**config.mk**
```make
export PLATFORM = sky130hd
export DESIGN_NAME = ordered_list_insert_delete_search_unit
export DESIGN_NICKNAME = d
export VERILOG_FILES = /design/src/sv/olids_pkg.sv /design/src/sv/olids_dp.sv /design/src/sv/olids_ctrl.sv /design/src/sv/ordered_list_insert_delete_search_unit.sv
export SDC_FILE = /design/constraint.sdc
export NUM_CORES = 1
export LEC_CHECK = 0
export BUFFER_PORTS_ARGS = -buffer_cell sky130_fd_sc_hd__buf_2
export CORE_MARGIN = 2
export CORE_UTILIZATION = 40
export DETAILED_ROUTE_END_ITERATION = 12
export SKIP_CTS_REPAIR_TIMING = 1
export SYNTH_ARGS = -nofsm -noshare
export SYNTH_HDL_FRONTEND = slang
export SYNTH_SLANG_ARGS = --single-unit
```
**constraint.sdc**
```tcl
create_clock -name clk -period 10.75 [get_ports clk]
set_input_delay 0.5375 -clock clk [delete_from_list [all_inputs] [get_ports clk]]
set_output_delay 0.5375 -clock clk [all_outputs]
set_load 0.01 [all_outputs]
```
**src/sv/olids_pkg.sv**
```systemverilog
// Package for the ordered list unit: command and status codes, controller states
// and the structs that pass between the controller and the datapath.
// No dependencies.
package olids_pkg;

  // Default number of list entries.
  localparam int OLIDS_CAPACITY = 16;

  // Operation codes carried on the kind port.
  typedef enum logic [1:0] {
    KIND_INSERT = 2'd0,
    KIND_DELETE = 2'd1,
    KIND_SEARCH = 2'd2
  } kind_t;

  // Result status codes.
  typedef enum logic [1:0] {
    ST_OK      = 2'd0,
    ST_FULL    = 2'd1,
    ST_MISSING = 2'd2
  } status_t;

  // Controller states.
  typedef enum logic [1:0] {
    S_IDLE  = 2'd0,
    S_SCAN  = 2'd1,
    S_SHIFT = 2'd2
  } state_t;

  // Commands from the controller to the datapath.
  typedef struct packed {
    logic    load_key;
    logic    ins;
    logic    scan_start;
    logic    scan_step;
    logic    shift_start;
    logic    shift_step;
    logic    commit_del;
    logic    finish;
    status_t fin_status;
    logic    fin_hit;
  } dp_cmd_t;

  // Status from the datapath to the controller.
  typedef struct packed {
    logic full;
    logic empty;
    logic cmp_hit;
    logic cmp_last;
    logic shift_last;
  } dp_stat_t;

endpackage

```
**src/sv/olids_dp.sv**
```systemverilog
// Datapath of the ordered list unit: entry memory held as a ring, head pointer,
// fill count, scan and shift indexes and the result registers.
// Depends on olids_pkg.
module olids_dp
  import olids_pkg::*;
#(
  parameter int CAPACITY = OLIDS_CAPACITY
) (
  input  logic        clk,
  input  logic        rst,
  input  dp_cmd_t     cmd,
  input  logic [31:0] value,
  output dp_stat_t    stat,
  output logic        done,
  output logic [1:0]  status,
  output logic [3:0]  position
);

  localparam int IW = $clog2(CAPACITY);
  localparam int CW = $clog2(CAPACITY + 1);
  localparam logic [IW:0]   CAP_S  = (IW + 1)'(CAPACITY);
  localparam logic [IW-1:0] LAST_I = IW'(CAPACITY - 1);
  localparam logic [CW-1:0] CAP_C  = CW'(CAPACITY);

  // Entry storage, indexed by physical slot.
  logic [31:0] mem [CAPACITY];

  logic [IW-1:0] head;
  logic [CW-1:0] count;
  logic [31:0]   key;
  logic [CW-1:0] scan_idx;
  logic [IW-1:0] cmp_idx;
  logic          cmp_valid;
  logic [31:0]   rd_data;
  logic [IW-1:0] mv_idx;
  logic [IW-1:0] wr_idx;
  logic          wr_pend;

  logic [IW-1:0] head_dec;
  logic [IW-1:0] head_inc;
  logic          rd_en;
  logic [IW-1:0] rd_addr;
  logic          wr_en;
  logic [IW-1:0] wr_addr;
  logic [31:0]   wr_data;
  logic          mv_nz;

  // Maps a position from the front to a physical slot of the ring.
  function automatic logic [IW-1:0] phys(input logic [IW-1:0] base,
                                         input logic [IW-1:0] idx);
    logic [IW:0] sum;
    sum = {1'b0, base} + {1'b0, idx};
    if (sum >= CAP_S) begin
      sum = sum - CAP_S;
    end
    return sum[IW-1:0];
  endfunction

  assign head_dec = (head == '0) ? LAST_I : head - IW'(1);
  assign head_inc = (head == LAST_I) ? '0 : head + IW'(1);
  assign mv_nz    = (mv_idx != '0);

  // Status towards the controller.
  assign stat.full       = (count == CAP_C);
  assign stat.empty      = (count == '0);
  assign stat.cmp_hit    = cmp_valid && (rd_data == key);
  assign stat.cmp_last   = cmp_valid && (CW'(cmp_idx) == count - CW'(1));
  assign stat.shift_last = !mv_nz && !wr_pend;

  // Read port selection: scanning forward or moving entries back by one.
  always_comb begin
    rd_en   = 1'b0;
    rd_addr = '0;
    if (cmd.scan_step) begin
      rd_en   = 1'b1;
      rd_addr = phys(head, scan_idx[IW-1:0]);
    end else if (cmd.shift_step && mv_nz) begin
      rd_en   = 1'b1;
      rd_addr = phys(head, mv_idx - IW'(1));
    end
  end

  // Write port selection: a new front entry, or the pending moved entry.
  always_comb begin
    wr_en   = 1'b0;
    wr_addr = '0;
    wr_data = rd_data;
    if (cmd.ins) begin
      wr_en   = 1'b1;
      wr_addr = head_dec;
      wr_data = value;
    end else if (wr_pend) begin
      wr_en   = 1'b1;
      wr_addr = phys(head, wr_idx);
    end
  end

  // Entry memory with a registered read.
  always_ff @(posedge clk) begin
    if (wr_en) begin
      mem[wr_addr] <= wr_data;
    end
    if (rd_en) begin
      rd_data <= mem[rd_addr];
    end
  end

  // Head pointer and fill count.
  always_ff @(posedge clk) begin
    if (rst) begin
      head  <= '0;
      count <= '0;
    end else if (cmd.ins) begin
      head  <= head_dec;
      count <= count + CW'(1);
    end else if (cmd.commit_del) begin
      head  <= head_inc;
      count <= count - CW'(1);
    end
  end

  // Scan and shift sequencing registers.
  always_ff @(posedge clk) begin
    if (rst) begin
      cmp_valid <= 1'b0;
      wr_pend   <= 1'b0;
      scan_idx  <= '0;
      mv_idx    <= '0;
    end else begin
      if (cmd.scan_start) begin
        scan_idx  <= '0;
        cmp_valid <= 1'b0;
      end else if (cmd.scan_step) begin
        scan_idx  <= scan_idx + CW'(1);
        cmp_valid <= 1'b1;
      end
      if (cmd.shift_start) begin
        mv_idx  <= cmp_idx;
        wr_pend <= 1'b0;
      end else if (cmd.shift_step) begin
        wr_pend <= mv_nz;
        if (mv_nz) begin
          mv_idx <= mv_idx - IW'(1);
        end
      end
    end
  end

  // Payload registers that need no reset.
  always_ff @(posedge clk) begin
    if (cmd.load_key) begin
      key <= value;
    end
    if (cmd.scan_step) begin
      cmp_idx <= scan_idx[IW-1:0];
    end
    if (cmd.shift_step && mv_nz) begin
      wr_idx <= mv_idx;
    end
  end

  // Result beat: strobe for one cycle with status and position.
  always_ff @(posedge clk) begin
    if (rst) begin
      done <= 1'b0;
    end else begin
      done <= cmd.finish;
    end
    if (cmd.finish) begin
      status   <= cmd.fin_status;
      position <= cmd.fin_hit ? 4'(cmp_idx) : 4'd0;
    end
  end

endmodule

```
**src/sv/olids_ctrl.sv**
```systemverilog
// Controller of the ordered list unit: accepts commands and sequences the
// datapath through the scan and the gap-closing shift. Depends on olids_pkg.
module olids_ctrl
  import olids_pkg::*;
(
  input  logic       clk,
  input  logic       rst,
  input  logic       start,
  input  logic [1:0] kind,
  input  dp_stat_t   stat,
  output logic       busy,
  output dp_cmd_t    cmd
);

  state_t state;
  state_t state_next;
  logic   is_delete;
  logic   accept;

  assign accept = start && (state == S_IDLE);

  // State register and the remembered operation.
  always_ff @(posedge clk) begin
    if (rst) begin
      state     <= S_IDLE;
      is_delete <= 1'b0;
    end else begin
      state <= state_next;
      if (accept) begin
        is_delete <= (kind == KIND_DELETE);
      end
    end
  end

  // Next state.
  always_comb begin
    state_next = state;
    case (state)
      S_IDLE: begin
        if (accept && (kind == KIND_DELETE || kind == KIND_SEARCH) && !stat.empty) begin
          state_next = S_SCAN;
        end
      end
      S_SCAN: begin
        if (stat.cmp_hit) begin
          state_next = is_delete ? S_SHIFT : S_IDLE;
        end else if (stat.cmp_last) begin
          state_next = S_IDLE;
        end
      end
      S_SHIFT: begin
        if (stat.shift_last) begin
          state_next = S_IDLE;
        end
      end
      default: state_next = S_IDLE;
    endcase
  end

  // Datapath commands and busy.
  always_comb begin
    cmd            = '0;
    cmd.fin_status = ST_OK;
    busy           = (state != S_IDLE);
    case (state)
      S_IDLE: begin
        if (accept) begin
          case (kind)
            KIND_INSERT: begin
              cmd.finish = 1'b1;
              if (stat.full) begin
                cmd.fin_status = ST_FULL;
              end else begin
                cmd.ins = 1'b1;
              end
            end
            KIND_DELETE, KIND_SEARCH: begin
              cmd.load_key = 1'b1;
              if (stat.empty) begin
                cmd.finish     = 1'b1;
                cmd.fin_status = ST_MISSING;
              end else begin
                cmd.scan_start = 1'b1;
              end
            end
            default: begin
              cmd.finish = 1'b1;
            end
          endcase
        end
      end
      S_SCAN: begin
        if (stat.cmp_hit) begin
          if (is_delete) begin
            cmd.shift_start = 1'b1;
          end else begin
            cmd.finish  = 1'b1;
            cmd.fin_hit = 1'b1;
          end
        end else if (stat.cmp_last) begin
          cmd.finish     = 1'b1;
          cmd.fin_status = ST_MISSING;
        end else begin
          cmd.scan_step = 1'b1;
        end
      end
      S_SHIFT: begin
        if (stat.shift_last) begin
          cmd.commit_del = 1'b1;
          cmd.finish     = 1'b1;
          cmd.fin_hit    = 1'b1;
        end else begin
          cmd.shift_step = 1'b1;
        end
      end
      default: begin
        cmd = '0;
      end
    endcase
  end

endmodule

```
**src/sv/ordered_list_insert_delete_search_unit.sv**
```systemverilog
// Ordered list unit: newest-first list of 32-bit values with insert, delete and search.
// Insert and unused codes finish in the cycle that accepts them; the result beat follows on the next cycle.
// Search and delete scan the stored entries from the front through the registered read port of the entry
// memory, and delete then closes the gap with the one-entry-a-cycle gap shift.
// Reset (rst, synchronous) empties the list at once; memory contents are not cleared.
// Results are strobed on done for one cycle each and cannot be held off.
module ordered_list_insert_delete_search_unit
  import olids_pkg::*;
#(
  parameter int CAPACITY = OLIDS_CAPACITY
) (
  input  logic        clk,
  input  logic        rst,
  input  logic        start,
  output logic        busy,
  input  logic [1:0]  kind,
  input  logic [31:0] value,
  output logic        done,
  output logic [1:0]  status,
  output logic [3:0]  position
);

  dp_cmd_t  cmd;
  dp_stat_t stat;

  // Command sequencing.
  olids_ctrl u_ctrl (
    .clk   (clk),
    .rst   (rst),
    .start (start),
    .kind  (kind),
    .stat  (stat),
    .busy  (busy),
    .cmd   (cmd)
  );

  // Storage, indexes and result registers.
  olids_dp #(
    .CAPACITY (CAPACITY)
  ) u_dp (
    .clk      (clk),
    .rst      (rst),
    .cmd      (cmd),
    .value    (value),
    .stat     (stat),
    .done     (done),
    .status   (status),
    .position (position)
  );

endmodule

```
==> results.md, run 1 <==
- Status: finished clean
- Most frequent cells in the layout: edfxtp_1 (590), mux2i_1 (255), nand2_1 (130)
- Async S/R FF share, synth: 0%
- RSZ-0062 raised after global routing: no
- First-pass GRT wire length: 86.5 mm
- CP cell instances: xnor2_1 > nand4_1 > or3_1 > nor4_4 > or2_1 > mux2i_4 > buf_12 > nand2b_2 > o22ai_1 > or4_1
- Finished Cell Area: 27900 um^2
- Synthesized flop and latch total: 613
- WP data arrival: 5.97 ns
- Area delta synth->final: 13.2%
- Largest net degree at the start of global routing: 137
- Max Cap Violations: 0
- Core area: 60600 um^2
- Root Driver: clkbuf_16
- Post-synth EDFFs: 590
- CP Capture Type: flip-flop
- Synth warnings: 0
- Post-detailed-routing wire length: 59.1 mm
- Fin. Hold Viols: 0
- F_max: 178 MHz
- Fin crit share: 52.2%
- Setup CP Type: reg -> reg
- Synth top area cells: edfxtp_1 (72%), mux2i_1 (10%), o22ai_1 (3.3%)
- Die Ht: 252 um
- Post-synthesis cell area: 24600 um^2
- Critical R2R Launch: u_dp.rd_data[24]$_DFFE_PP_
- Longest Clk Path Bufs: 3
- Pwr Density: 177 nW/um^2
- Vias in the first global route: 13.1k
- Dominant synthesized flop cell: edfxtp_1
- Post-Synthesis Cells: 1524
- Post-synth top area share: 71.9%
- Data required, critical path: 11.11 ns
- Total grt overflow: 0
- Clk Latency, worst-skew pair: 0.65 ns
- Fillers: 5232
- Reg clk slew, reported paths: 0.07 ns
- Leakage power: 9.83 nW
- Antenna Nets Post-Route: 0
- Initial antenna violation count: 0
- Count of cell types in the netlist: 54
- Reg-to-reg setup timing slack: 5.14 ns
- Worst clock skew: 0.0502 ns
- Buf+Inv Stages, Crit Path: 1
- Final Setup Violations: 0
- Hold Path End: u_dp.key[18]$_DFFE_PP_
- FP Rows: 90
- WL/cell: 24.4 um
- Tot GR Track Use: 18.7%
- Buffers added on ports: 44
- Share of cells above drive strength 1: 12.1%
- Initial Utilization: 40.7%
- First-pass iteration count of the detailed router: 6
- VDD IR max: 141 uV
- Die Wd: 252 um
- Seq/Total Area, Yosys: 73.8%
- R2R depth: 10
- Slew Limit Fails: 0
- Worst-margin pin slew: 1.16 ns
- Slew HR: 22.2%
- Slowest-stage cell, CP: nand2b_2
- Final net count: 1651
- Syn nets: 1588
- Total power: 0.00492 W
- Top Family by Delay on Critical Path: simple AND/OR/NAND/NOR gates
- Critical Path Max Stage Delay: 1.05 ns
- TNS Setup: 0 ns
- Dpl hpwl: 29.8 mm
- Clock sink count: 613
- Num CTS Buffers: 60
- Hold crit path type: in -> reg
- 1st-iter DRT viols: 1289
- CTS tree: built
- Hold Crit Start: value[18]
- Startpoint Class: flip-flop
- Die Area: 63600 um^2
- H-tree depth: 2
- Routability congestion estimate: 0.753
- Worst Hold Depth: 1
- DRC Markers: 0
- DP Area: 25900 um^2
- Vias per inst: 5.50
- Mean Syn Cell Area: 16.2 um^2
- Crit path max fanout: 136
- Cell taking the most area after synthesis: edfxtp_1
- Post-layout minimum cycle time: 5.61 ns
- Most common cell after layout, fill and taps aside: edfxtp_1
- R2r endpoint: u_dp.rd_data[30]$_DFFE_PP_
- I/O pin total: 45
- Total number of vias: 13.3k
[routing by layer]
layer	routed length (um)	share of wire [%]	global-route usage (%)	vias up
li1	-	-	-	6042
met1	25900	44	25.4	6778
met2	28400	48	30.8	401
met3	3350	5.7	3.01	94
met4	1470	2.5	5.97	0
met5	0	0	0	-
[worst max path at each step]
stage	start	endpoint	slack (ns)	depth (start not counted)
after floorplan	kind[1]	u_dp.mem[8][0]$_DFFE_PP_	7.04	9
after global placement	u_dp.rd_data[17]$_DFFE_PP_	u_dp.rd_data[30]$_DFFE_PP_	5.26	10
after detailed placement	u_dp.rd_data[24]$_DFFE_PP_	u_dp.rd_data[30]$_DFFE_PP_	5.10	10
after CTS	u_dp.rd_data[24]$_DFFE_PP_	u_dp.rd_data[30]$_DFFE_PP_	5.05	10
after global routing	u_dp.rd_data[17]$_DFFE_PP_	u_dp.rd_data[30]$_DFFE_PP_	4.81	10
final	u_dp.rd_data[24]$_DFFE_PP_	u_dp.rd_data[30]$_DFFE_PP_	5.14	10
[where the power goes]
part           total (W)  switching, W  internal (W)
clock network    0.00212      0.000899       0.00122
registers        0.00266     0.0000122       0.00265
logic           0.000147      0.000106     0.0000414
[logic make-up after synthesis]
logic type                 after synthesis  synth area share [%]
AOI/OAI and AO/OA                      190                  4.88
xor gates and xnor gates                54                  1.95
and+or+nand+nor                        283                  5.37
DFF                                    613                  73.8
muxes                                  262                  10.7
buffers and inverters                   95                  1.86
adders and majority gates               27                  1.46
[synth_stat cells, drive strengths merged (7+ instances only)]
cell type    n
o21ai       17
nand2      137
edfxtp     590
a21oi       16
clkbuf      31
o22ai      129
xor2        27
inv         26
or4         32
buf         38
nand2b       7
xnor2       27
nor3         8
nor2        61
dfxtp       23
nand3        7
ha          24
mux2i      257
and3         7
[layout make-up]
cell class	instances	area, um^2	area share [%]
Sequential cell	613	18200	65.2
Inverter	26	97.6	0.350
Clock inverter	36	420	1.51
Multi-Input combinational cell	816	6180	22.2
Clock buffer	77	1590	5.69
Antenna cell	2	5.00	0.0179
Tap cell	782	978	3.51
Timing Repair Buffer	70	440	1.58
[state kept, by name (all words and copies together) (netlist names), 2 cells and up]
name,cells
u_dp.rd_data,32
u_dp.cmp_idx,4
u_dp.scan_idx,4
u_ctrl.state,2
u_dp.position,4
u_dp.mem,512
u_dp.head,4
u_dp.wr_idx,4
u_dp.status,2
u_dp.key,32
u_dp.mv_idx,4
u_dp.count,5
[through the flow]
step	util [%]	hold slack, ns	cells	worst slack, ns
2_1_floorplan	-	0.447	1524	7.04
6_report	46.0	0.108	2422	5.14
3_5_place_dp	42.7	0.497	2307	5.10
5_1_grt	46.0	0.0839	2420	4.81
4_1_cts	46.0	0.0735	2420	5.05
3_3_place_gp	42.7	0.485	2307	5.26
(Power assumes the default switching activity.)
==> run 2: changes to the inputs <==
- clock period: 10.75 -> 5.3 ns (I/O delays scaled with it)
==> results.md, run 2 (synthesis results as in run 1) <==
- Status: finished clean
- Fin. Hold Viols: 0
- H-tree depth: 3
- F_max: 214 MHz
- Util after Layout: 47.2%
- Slew Limit Fails: 0
- Worst Hold Depth: 2
- CTS tree: built
- DRC Markers: 0
- WP data arrival: 5.00 ns
- Clock sink count: 613
- Hold WS: 0.0623 ns
- Slew HR: 43.8%
- Final net count: 1709
- Ant diodes: 0
- Seq pwr share: 53.5%
- Routability congestion estimate: 0.802
- RSZ-0062 raised after global routing: no
- Total number of vias: 13.8k
- Post-layout minimum cycle time: 4.68 ns
- Setup CP Type: reg -> reg
- R2R depth: 10
- First-pass GRT wire length: 90.6 mm
- Clk Latency, worst-skew pair: 0.61 ns
- Root Driver: clkbuf_16
- Most common cell after layout, fill and taps aside: edfxtp_1
- Antenna Nets Post-Route: 0
- Fin crit share: 88.3%
- Crit path max fanout: 47
- Total grt overflow: 0
- Startpoint Class: flip-flop
- Post-detailed-routing wire length: 62.2 mm
- Largest Register: u_dp.mem
- Dpl hpwl: 34.6 mm
- Clock network fraction of total power: 43.3%
- Top flop regs: u_dp.mem: 512 flops, u_dp.key: 32 flops, u_dp.rd_data: 32 flops
- Leakage power: 10.2 nW
- FP Rows: 90
- CP Capture Type: flip-flop
- Vias in the first global route: 13.5k
- Max reg flops: 512
- Longest Clk Path Bufs: 3
- I/O pin total: 45
- Switching power total: 0.00213 W
- Die Ht: 252 um
- Combinational share of power: 3.2%
- Initial Utilization: 40.7%
- Share of cells above drive strength 1: 13.2%
- Worst-margin pin slew: 0.826 ns
- Max Cap Violations: 0
- P_int: 0.00797 W
- TNS Setup: 0 ns
- Buffers added on ports: 44
- Core area: 60600 um^2
- First-pass iteration count of the detailed router: 5
- 1st-iter DRT viols: 1449
- Tot GR Track Use: 19.7%
- Area delta synth->final: 16.1%
- Fillers: 5106
- Reg clk slew, reported paths: 0.06 ns
- Pwr Density: 353 nW/um^2
- Initial antenna violation count: 0
- Largest net degree at the start of global routing: 68
- Die Area: 63600 um^2
- Final Setup Violations: 0
- Most frequent cells in the layout: edfxtp_1 (590), mux2i_1 (255), nand2_1 (130)
- Worst clock skew: 0.0203 ns
- Data required, critical path: 5.62 ns
- Total power: 0.0101 W
- Die Wd: 252 um
- VDD IR max: 238 uV
- Vias per inst: 5.56
- Num CTS Buffers: 66
- Reg-to-reg setup timing slack: 0.62 ns
- WL/cell: 25.1 um
- Hold crit path type: in -> reg
- Sw Share: 21.1%
-- run 2: metal layers --
metal  wire, um  track usage (%)  up-vias  share of wire (%)
li1           -                -     6176                  -
met1      27400             27.4     7055                 44
met2      29800             32.3      461                 48
met3       3680             3.08       93                5.9
met4       1320             5.48        0                2.1
met5          0                0        -                  0
-- run 2: path summary, 6_finish.rpt --
path	startpoint	to
setup / recovery	u_dp.rd_data[6]$_DFFE_PP_	u_dp.rd_data[9]$_DFFE_PP_
hold / removal	rst	u_dp.count[2]$_SDFFE_PP0P_
setup reg to reg	u_dp.rd_data[6]$_DFFE_PP_	u_dp.rd_data[9]$_DFFE_PP_
hold reg to reg	u_dp.mv_idx[1]$_SDFFE_PP0P_	u_dp.wr_idx[1]$_DFFE_PP_
-- run 2: power by group through the flow --
stage	clock [W]	sequential [W]	combinational [W]
6_report	0.00437	0.00540	0.000327
5_1_grt	0.00462	0.00540	0.000355
4_1_cts	0.00445	0.00540	0.000310
3_5_place_dp	0	0.00550	0.000308
3_3_place_gp	0	0.00550	0.000301
2_1_floorplan	0	0.00549	0.000170
-- run 2: metrics by stage --
step / area, um^2 / worst slack, ns / instances
floorplan: 24600 / 1.60 / 1524
finish: 28600 / 0.618 / 2478
global placement: 26200 / 0.709 / 2326
detailed placement: 26200 / 0.652 / 2326
CTS: 28300 / 0.646 / 2445
global route: 28600 / 0.424 / 2478
-- run 2: critical path, cell delays in order, from the launching register on --
cell and delay [ns]:
edfxtp_1 0.44, xor2_1 0.23, nor4_1 0.42, nand2_1 0.19, nor4_4 0.59, or2_1 0.43
mux2i_4 0.79, buf_12 0.38, mux2i_1 0.23, o22ai_1 0.09, or4_1 0.54
-- run 2: final cells by class --
| type | instances | area, um^2 | area share (%) |
|---|---|---|---|
| Tap cell | 782 | 978 | 3.42 |
| Clock buffer | 81 | 1770 | 6.19 |
| Inverter | 26 | 97.6 | 0.341 |
| Clock inverter | 38 | 270 | 0.945 |
| Sequential cell | 613 | 18200 | 63.5 |
| Multi-Input combinational cell | 816 | 6180 | 21.6 |
| Timing Repair Buffer | 122 | 1140 | 3.98 |
==> run 3: changes to the inputs <==
- CAP_MARGIN: unset -> 20
- SYNTH_HIERARCHICAL: unset -> 1
==> results.md, run 3 <==
- Status: finished clean
- Routability congestion estimate: 0.773
- Synth warnings: 6
- Placed insts: 2589
- Top flop regs: u_dp/mem: 512 flops, u_dp/key: 32 flops, u_dp/rd_data: 32 flops
- Data required, critical path: 5.62 ns
- Area delta synth->final: 15.1%
- Top post-synthesis cells by count: edfxtp_1 (590), nand2_1 (346), a21oi_1 (143)
- Largest net degree at the start of global routing: 99
- VDD IR max: 282 uV
- I/O pin total: 45
- Critical Path Max Stage Delay: 0.80 ns
- Vias in the first global route: 14.8k
- Async S/R FF share, synth: 0%
- Leakage power: 9.79 nW
- Critical R2R Launch: u_dp/rd_data[21]$_DFFE_PP_
- Count of cell types in the netlist: 55
- CP Capture Type: flip-flop
- FP Rows: 91
- First-pass iteration count of the detailed router: 5
- Tot GR Track Use: 19.7%
- WP data arrival: 5.22 ns
- RSZ-0062 raised after global routing: no
- Non-filler cells in the finished layout: 2738
- Clock network fraction of total power: 40.3%
- Root Driver: clkbuf_16
- Slew Limit Fails: 0
- Post-synth top area share: 70.7%
- Antenna Nets Post-Route: 0
- Clock sink count: 613
- DRC Markers: 0
- Switching power total: 0.00253 W
- Post-synth EDFFs: 590
- CP Launch Point: u_dp/rd_data[21]$_DFFE_PP_
- Num CTS Buffers: 66
- Fin crit share: 92.4%
- Worst clock skew: 0.0218 ns
- Largest Register: u_dp/mem
- Most frequent cells in the layout: edfxtp_1 (590), nand2_1 (346), a21oi_1 (143)
- Slowest-stage cell, CP: nor4_1
- Ant diodes: 0
- Combinational share of power: 8.1%
- Core area: 61800 um^2
- Most common cell after layout, fill and taps aside: edfxtp_1
- Hold crit path type: in -> reg
- CP cell instances: xnor2_1 > nand4_1 > nor4_1 > nand4_1 > nor4_1 > nor3b_2 > nor2_1 > a32oi_4 > buf_12 > a21oi_1 > nand2_1 > a311oi_1 > a31oi_1
- Post-synthesis cell area: 25100 um^2
- First-pass GRT wire length: 94.2 mm
- Hold Crit Start: start
- Cell taking the most area after synthesis: edfxtp_1
- Syn nets: 1838
- Initial antenna violation count: 2
- Synth top area cells: edfxtp_1 (71%), nand2_1 (5.2%), a21oi_1 (2.9%)
- Fillers: 5349
- Worst setup margin: 0.402 ns
- Post-Synthesis Cells: 1775
- WL/cell: 22.9 um
- Most frequent cell after synthesis: edfxtp_1
- Seq/Total Area, Yosys: 72.5%
- Total grt overflow: 0
- Vias per inst: 5.53
- Die Wd: 254 um
- Total number of vias: 15.1k
- Die Ht: 254 um
- DP Area: 26500 um^2
- Max reg flops: 512
- Total power: 0.0109 W
- Dpl hpwl: 31.9 mm
- Clk Latency, worst-skew pair: 0.60 ns
- Fin. Hold Viols: 0
- H-tree depth: 3
- CTS tree: built
- 1st-iter DRT viols: 1422
- Die Area: 64700 um^2
- Pwr Density: 379 nW/um^2
- Dominant synthesized flop cell: edfxtp_1
- Buffers added on ports: 44
- Crit path max fanout: 98
- Share of cells above drive strength 1: 12.7%
- Setup Slack @ Placement: 0.346 ns
- P_int: 0.00840 W
- Final Setup Violations: 0
- Finished Cell Area: 28800 um^2
- Initial Utilization: 40.5%
- Slew HR: 37.5%
- Setup CP Type: reg -> reg
- Seq pwr share: 51.6%
- Post-detailed-routing wire length: 62.7 mm
- Synthesized flop and latch total: 613
- F_max: 204 MHz
- TNS Setup: 0 ns
- Startpoint Class: flip-flop
- Longest Clk Path Bufs: 3
- Max Cap Violations: 0
- Reg clk slew, reported paths: 0.06 ns
- Post-layout minimum cycle time: 4.90 ns
- Worst-margin pin slew: 0.938 ns
- Final net count: 1915
- Sw Share: 23.1%
- Mean Syn Cell Area: 14.1 um^2
## run 3: changes by cell type after synthesis, sizes merged, moves of 96 or more
cell,before,now
a21oi,16,143
mux2i,257,67
nand2,137,346
nand3,7,103
o22ai,129,0
## run 3: worst max-delay path: cells and delay by family, from the launching register on
family                    cells  cell delay (ns)
and+or+nand+nor               7             2.57
AOI/OAI and AO/OA             4             0.93
xor gates and xnor gates      1             0.33
DFF                           1             0.40
buffers and inverters         1             0.30
## run 3: power by group through the flow
stage | Clock, W | Combinational (W) | Sequential (W)
floorplan | 0 | 0.000553 | 0.00572
global placement | 0 | 0.000844 | 0.00574
detailed placement | 0 | 0.000863 | 0.00574
CTS | 0.00449 | 0.000867 | 0.00564
global route | 0.00466 | 0.000967 | 0.00565
finish | 0.00441 | 0.000881 | 0.00564
## run 3: path summary, 6_finish.rpt
path / endpoint / slack (ns) / cells past startpoint
worst max-delay path: u_dp/rd_data[17]$_DFFE_PP_ / 0.40 / 13
worst min-delay path: u_ctrl/is_delete$_SDFFE_PP0N_ / 0.003 / 3
worst min register to register: u_dp/wr_idx[1]$_DFFE_PN_ / 0.52 / 0
worst max register to register: u_dp/rd_data[17]$_DFFE_PP_ / 0.40 / 13
## run 3: per-stage QoR
stage               hold slack, ns  util, %
CTS                         -0.183     46.1
global placement             0.457     42.8
finish                     0.00319     46.7
detailed placement           0.456     42.8
global route                0.0130     46.7
floorplan                    0.334        -
## run 3: layout make-up
type / count / area, um^2 / area share [%]
timing repair buffer: 124 / 1090 / 3.77
inverter: 19 / 71.3 / 0.247
multi-input combinational: 1028 / 6420 / 22.3
clock inverter: 34 / 325 / 1.13
clock buffer: 83 / 1720 / 5.95
sequential: 613 / 18200 / 63.0
tap: 837 / 1050 / 3.63
## run 3: per-layer routing
| metal | vias to the layer above | share of wire, % | track usage, % |
|---|---|---|---|
| met4 | 4 | 2.5 | 5.98 |
| met3 | 114 | 5.8 | 3.39 |
| met2 | 452 | 47 | 31.4 |
| met1 | 7716 | 45 | 27.6 |
| li1 | 6854 | - | - |
| met5 | - | 0.043 | 0 |
## run 3: cells by family after synthesis
kind of cell | Yosys count | share of synthesized area, %
compound gates | 310 | 8.36
xor+xnor | 59 | 2.06
fa+ha+maj | 26 | 1.39
buf+inv | 134 | 2.53
flops | 613 | 72.5
mux | 100 | 4.16
simple gates | 533 | 8.99
